File: src/sv/stable_priority_queue_core_assert.svh
// Assertion macros for the stable priority queue core.
// Each macro names its check, samples on the rising edge of clk and is
// switched off while rst is high.
`ifndef STABLE_PRIORITY_QUEUE_CORE_ASSERT_SVH
`define STABLE_PRIORITY_QUEUE_CORE_ASSERT_SVH

// Same-cycle implication.
`define SPQ_ASSERT_NOW(name, ante, cons) \
  name: assert property (@(posedge clk) disable iff (rst) (ante) |-> (cons)) \
    else $error("spq check failed");

// Next-cycle implication.
`define SPQ_ASSERT_NEXT(name, ante, cons) \
  name: assert property (@(posedge clk) disable iff (rst) (ante) |=> (cons)) \
    else $error("spq check failed");

`endif

File: src/sv/spq_pkg.sv
package spq_pkg;

  localparam int ID_BITS       = 8;
  localparam int PRIORITY_BITS = 8;
  localparam int OCC_BITS      = 5;
  localparam int DEF_QUEUE_DEPTH = 16;

  localparam logic ACT_INSERT = 1'b0;
  localparam logic ACT_REMOVE = 1'b1;

  typedef enum logic [1:0] {
    ST_OK    = 2'd0,
    ST_EMPTY = 2'd1,
    ST_FULL  = 2'd2
  } spq_status_t;

  typedef struct packed {
    logic                     action;
    logic [ID_BITS-1:0]       item_id;
    logic [PRIORITY_BITS-1:0] item_priority;
  } spq_req_t;

  typedef struct packed {
    logic                     out_valid;
    logic [ID_BITS-1:0]       out_id;
    logic [PRIORITY_BITS-1:0] out_priority;
    spq_status_t              status_code;
    logic [OCC_BITS-1:0]      occupancy;
  } spq_res_t;

  typedef struct packed {
    logic [ID_BITS-1:0]       id;
    logic [PRIORITY_BITS-1:0] pri;
  } spq_entry_t;

  // Broadcast to every cell in a cycle.
  typedef struct packed {
    logic       insert;
    logic       remove;
    spq_entry_t new_entry;
  } spq_cell_ctrl_t;

endpackage

File: src/sv/spq_cell.sv
module spq_cell
  import spq_pkg::*;
(
  input  logic           clk,
  input  spq_cell_ctrl_t ctrl,
  input  logic           occ,
  input  logic           prev_ge,
  input  spq_entry_t     prev_entry,
  input  spq_entry_t     next_entry,
  output spq_entry_t     entry,
  output logic           ge
);

  spq_entry_t entry_next;

  // Keep the entry when it is at least as urgent as the newcomer.
  assign ge = occ && (entry.pri >= ctrl.new_entry.pri);

  always_comb begin
    entry_next = entry;
    if (ctrl.insert) begin
      if (!ge) begin
        entry_next = prev_ge ? ctrl.new_entry : prev_entry;
      end
    end else if (ctrl.remove) begin
      entry_next = next_entry;
    end
  end

  always_ff @(posedge clk) begin
    entry <= entry_next;
  end

endmodule

File: src/sv/stable_priority_queue_core.sv
// Stable priority queue core.
// Request channel (in_valid, in_stall, in_req): action 0 inserts item_id at
// item_priority, action 1 removes the head. Result channel (res_valid,
// res_stall, res): one result per request with the removed entry, a status
// code (ok, empty on removal, full on a dropped insertion) and the number of
// entries held afterwards.
// Entries sit in a row of QUEUE_DEPTH cells, highest priority at cell 0 and
// first-in-first-out among equal priorities. Every cell compares its own
// priority with the incoming one in parallel, so an insertion or removal
// completes in the cycle the request is accepted.
// The result is registered and appears in the cycle after acceptance. One
// request per cycle while the result is not stalled; the result register lets
// the next request in while the previous result is being taken.
// A stalled result holds in its register and in_stall rises, so no further
// request enters until the result is taken.
// Reset empties the queue (count to zero) and drops any pending result;
// cell contents are not cleared.
module stable_priority_queue_core
  import spq_pkg::*;
#(
  parameter int QUEUE_DEPTH = DEF_QUEUE_DEPTH
) (
  input  logic     clk,
  input  logic     rst,
  input  logic     in_valid,
  output logic     in_stall,
  input  spq_req_t in_req,
  output logic     res_valid,
  input  logic     res_stall,
  output spq_res_t res
);

  localparam int CNT_W = $clog2(QUEUE_DEPTH + 1);

  logic [CNT_W-1:0] count;
  logic [CNT_W-1:0] count_next;
  logic             res_valid_next;
  spq_res_t         res_next;

  spq_cell_ctrl_t   ctrl;
  spq_entry_t       cell_entry [QUEUE_DEPTH];
  logic             cell_ge    [QUEUE_DEPTH];

  logic accept;
  logic full;
  logic empty;

  // Hold requests only while a result waits and the receiver stalls.
  assign in_stall = res_valid && res_stall;
  assign accept   = in_valid && !in_stall;
  assign full     = (count == CNT_W'(QUEUE_DEPTH));
  assign empty    = (count == '0);

  // Drop inserts into a full queue and removals from an empty one.
  always_comb begin
    ctrl.insert        = accept && (in_req.action == ACT_INSERT) && !full;
    ctrl.remove        = accept && (in_req.action == ACT_REMOVE) && !empty;
    ctrl.new_entry.id  = in_req.item_id;
    ctrl.new_entry.pri = in_req.item_priority;
  end

  // The row of cells: each takes from its left neighbor on insert and from
  // its right neighbor on removal.
  for (genvar i = 0; i < QUEUE_DEPTH; i++) begin : g_cell
    logic       prev_ge;
    spq_entry_t prev_entry;
    spq_entry_t next_entry;

    if (i == 0) begin : g_head
      assign prev_ge    = 1'b1;
      assign prev_entry = ctrl.new_entry;
    end else begin : g_body
      assign prev_ge    = cell_ge[i-1];
      assign prev_entry = cell_entry[i-1];
    end

    if (i == QUEUE_DEPTH - 1) begin : g_tail
      assign next_entry = cell_entry[i];
    end else begin : g_mid
      assign next_entry = cell_entry[i+1];
    end

    spq_cell u_cell (
      .clk        (clk),
      .ctrl       (ctrl),
      .occ        (count > CNT_W'(i)),
      .prev_ge    (prev_ge),
      .prev_entry (prev_entry),
      .next_entry (next_entry),
      .entry      (cell_entry[i]),
      .ge         (cell_ge[i])
    );
  end

  // Advance the entry count and build the result from the head cell.
  always_comb begin
    count_next     = count;
    res_valid_next = res_valid && res_stall;
    res_next       = res;
    if (ctrl.insert) begin
      count_next = count + 1'b1;
    end else if (ctrl.remove) begin
      count_next = count - 1'b1;
    end
    if (accept) begin
      res_valid_next        = 1'b1;
      res_next.out_valid    = ctrl.remove;
      res_next.out_id       = ctrl.remove ? cell_entry[0].id : '0;
      res_next.out_priority = ctrl.remove ? cell_entry[0].pri : '0;
      res_next.occupancy    = OCC_BITS'(count_next);
      if (in_req.action == ACT_INSERT) begin
        res_next.status_code = full ? ST_FULL : ST_OK;
      end else begin
        res_next.status_code = empty ? ST_EMPTY : ST_OK;
      end
    end
  end

  always_ff @(posedge clk) begin
    if (rst) begin
      count     <= '0;
      res_valid <= 1'b0;
    end else begin
      count     <= count_next;
      res_valid <= res_valid_next;
    end
  end

  always_ff @(posedge clk) begin
    res <= res_next;
  end

`include "stable_priority_queue_core_assert.svh"

  `SPQ_ASSERT_NOW(a_count_bound, 1'b1, count <= CNT_W'(QUEUE_DEPTH))
  `SPQ_ASSERT_NOW(a_stall_holds_req, res_valid && res_stall, in_stall)
  `SPQ_ASSERT_NEXT(a_remove_count, ctrl.remove, count == $past(count) - 1'b1)
  `SPQ_ASSERT_NEXT(a_full_drop, accept && (in_req.action == ACT_INSERT) && full,
                   res.status_code == ST_FULL && count == $past(count))

endmodule
File: config.mk
export PLATFORM = sky130hd
export DESIGN_NAME = stable_priority_queue_core
export DESIGN_NICKNAME = d
export VERILOG_FILES = /design/src/sv/spq_pkg.sv /design/src/sv/spq_cell.sv /design/src/sv/stable_priority_queue_core.sv
export VERILOG_INCLUDE_DIRS = /design/src /design/src/sv
export SDC_FILE = /design/constraint.sdc
export NUM_CORES = 1
export LEC_CHECK = 0
export BUFFER_PORTS_ARGS = -buffer_cell sky130_fd_sc_hd__clkbuf_2
export CAP_MARGIN = 20
export CORE_UTILIZATION = 40
export CTS_CLUSTER_DIAMETER = 100
export DETAILED_ROUTE_END_ITERATION = 12
export REMOVE_ABC_BUFFERS = 1
export SYNTH_ARGS = -nofsm -noshare
export SYNTH_HDL_FRONTEND = slang
export SYNTH_SLANG_ARGS = --single-unit
File: constraint.sdc
create_clock -name clk -period 4.4 [get_ports clk]
set_input_delay 0.66 -clock clk [delete_from_list [all_inputs] [get_ports clk]]
set_output_delay 0.66 -clock clk [all_outputs]
set_load 0.03 [all_outputs]
==> impl_metrics.yaml <==
cts:
  root_buffer: "clkbuf_16"
  cts_resized: 0
  clock_sinks: 286
  htreeDepth: 2
  clock_path_buffers: 3
  post_cts_buffers: 0
  cts_tree: "built"
  cts_made_buffers: 35
  path_clk_slew_ns: 0.06
  clock_latency_ns: 0.54
  ctsHoldBuffers: 0
critical_path:
  r2r_end: "g_cell[14].u_cell.entry[0]$_DFFE_PP_"
  crit_arrival_ns: 3.58
  reg2reg_setup_slack_ns: 1.16
  cp.required_ns: 4.57
  critical_path.startpoint_type: "primary input"
  cp-end-kind: "flop"
  reg2reg_depth: 6
  critical_path_class: "primary input to flop"
  crit_fanout: 17
  timing.rr.start: "count[0]$_SDFF_PP0_"
detailed_routing:
  viasPerCell: 6.36
  wl_per_cell_um: 24.9
  post-route-drc-count: 0
  dr.pass1.iters: 6
  vias: 15200
  ant_nets: 0
  first_iter_violations: 2429
  wirelength_um: 59600
pwr:
  ir_drop_mv: 0.224
  seq_power_share_pct: 42.6
  power_switching_uw: 3370
  power_per_cell_area_nw_per_um2: 481
  leakage_uw: 0.00714
  clock_power_share_pct: 29.4
  p_comb_share_pct: 28.0
  p_int_uw: 6160
  netSwitchingFraction_pct: 35.4
sta:
  fmax_ghz: 0.293
  hold_violations: 0
  maxSlewHeadroom_pct: 25.0
  drv_slew: 0
  rsz0062_at_grt: "false"
  finalSetupViolations: 0
  finClkSkew_ns: 0.0110
  period_minus_slack_ns: 3.41
  fin_crit_sh_pct: 77.5
  whs_ns: 0.371
  worst_pin_slew_ns: 1.12
placed_design:
  dp_hpwl_um: 41200
  portBuffers: 46
  routabilityCongestion: 0.912
  post-place-cells: 2328
  placed_cell_area_um2: 18700
global_routing:
  grt_max_degree: 66
  grtUsageMet3_pct: 3.82
  grt_pass1_wl_um: 89400
  grt_util_met2_pct: 36.9
  busiest_layer: "met1"
  met1_usage_pct: 39.9
  grt-ovfl-total: 0
  track_usage_pct: 26.3
  grt_pass1_vias: 14100
  antenna_found_initial: 0
worst_hold_path:
  min_path_type: "primary input to flop"
  holdCritStartpoint: "in_valid"
  whs_endpoint: "res_valid$_SDFF_PP0_"
  min_path_cells: 3
finish:
  drive_gt1_share_pct: 11.4
  finalNetCount: 1934
  stdcell_area_um2: 19800
  antenna_cells: 0
  mostFrequentLayoutCell: "edfxtp_1"
  multi_input_area_um2: 8640
  layout_common_cells: "edfxtp_1, nor2_1, nand3_1"
  nFillCells: 4267
  fin_cells: 2394
  area_growth_pct: 11.1
  regArea_um2: 8530
floorplan:
  std_cell_rows: 77
  die_area_um2: 45500
  die_x_um: 213
  fp.dieH_um: 213
  start_util_pct: 40.5
  io_pins: 47
  core-area_um2: 44100
synth:
  syn_avg_cell_area_um2: 10.1
  synth_edf_count: 280
  synth_cell_types: 62
  yosys_warnings: 0
  yosysSeqAreaShare_pct: 47.8
  synth_seq_cells: 286
  syn-instance-count: 1776
  async_flop_share_pct: 0
  synth_ff_type: "edfxtp_1"
  syn_area_um2: 17800
outcome:
  status: "finished, final reports clean"
run:
  max-cap-violations: 0
==> flip-flops by register name, summed over array words and instances (netlist names) <==
signal / flops
res_valid: 1
res: 24
count: 5
g_cell.u_cell.entry: 256
==> metrics by stage <==
stage          power, uW   TNS, ns  util (%)  setup WS (ns)
2_1_floorplan       5700  -2515.28         -          -6.26
3_3_place_gp        6590         0      42.4          0.618
3_5_place_dp        6670         0      42.4          0.522
4_1_cts             9450         0      44.8           1.08
5_1_grt             9930         0      44.9          0.801
6_report            9530         0      44.9          0.991
==> cells by family after synthesis <==
kind of cell / Yosys count / share of synthesized area [%]
AO/OA/AOI/OAI: 613 / 22.4
AND/OR/NAND/NOR: 534 / 14.3
multiplexers: 32 / 1.91
XOR/XNOR: 3 / 0.147
adder cells (fa/ha/maj): 134 / 9.39
buffers and inverters: 174 / 4.07
flip-flops: 286 / 47.8
==> critical path, cell delays in order <==
cell,delay [ns]
clkbuf_2,0.09
inv_1,0.55
buf_4,0.31
ha_1,0.26
and2_1,0.16
a221oi_1,0.36
o21a_1,0.49
o21ai_0,0.14
nand2_1,0.55
==> cells in the mapped netlist (8+ instances only) <==
master	count	area, um^2
a211o_1	11	96.3
a21o_1	33	248
a21oi_1	59	295
a221o_1	32	320
a221oi_1	11	96.3
a22oi_1	17	128
a31oi_1	172	1080
and2_1	39	244
buf_1	11	41.3
buf_2	39	195
clkbuf_1	92	345
edfxtp_1	280	8410
ha_1	134	1680
inv_1	27	101
mux2_1	9	101
mux2_2	8	90.1
mux2i_1	15	150
nand2_1	57	214
nand2b_1	15	93.8
nand3_1	181	906
nand4_1	21	131
nor2_1	181	679
o2111ai_1	26	228
o21a_1	17	128
o21ai_0	179	896
o21ai_1	14	70.1
o22ai_1	16	100
or2_2	16	100
==> power groups by stage <==
| stage | Combinational [uW] | Sequential (uW) | Clock, uW |
|---|---|---|---|
| 5_1_grt | 2920 | 4090 | 2920 |
| 3_3_place_gp | 2500 | 4090 | 0 |
| 6_report | 2670 | 4060 | 2810 |
| 4_1_cts | 2590 | 4040 | 2830 |
| 3_5_place_dp | 2580 | 4090 | 0 |
| 2_1_floorplan | 1780 | 3920 | 0 |
==> worst max-delay path by stage <==
stage,start,end,slack [ns],cells past startpoint
after floorplan,res_stall,g_cell[10].u_cell.entry[0]$_DFFE_PP_,-6.26,4
after global placement,in_req[7],g_cell[6].u_cell.entry[15]$_DFFE_PP_,0.62,9
after detailed placement,in_req[7],g_cell[6].u_cell.entry[12]$_DFFE_PP_,0.52,9
after CTS,in_req[7],g_cell[6].u_cell.entry[9]$_DFFE_PP_,1.08,9
after global routing,in_req[7],g_cell[6].u_cell.entry[9]$_DFFE_PP_,0.80,9
final,in_req[7],g_cell[6].u_cell.entry[1]$_DFFE_PP_,0.99,9
==> cell type report <==
class                           instances  area share, %
Clock inverter                         21          0.738
Multi-Input combinational cell       1316           43.6
Inverter                               28          0.530
Timing Repair Buffer                  112           3.72
Sequential cell                       286           43.0
Clock buffer                           39           4.71
Tap cell                              592           3.73
==> per-layer routing <==
layer | up-vias | wire, um
li1 | 6904 | -
met1 | 7258 | 26500
met2 | 929 | 24500
met3 | 138 | 6060
met4 | 0 | 2550
met5 | - | 0
No activity file was read; power rests on OpenSTA's default activity.
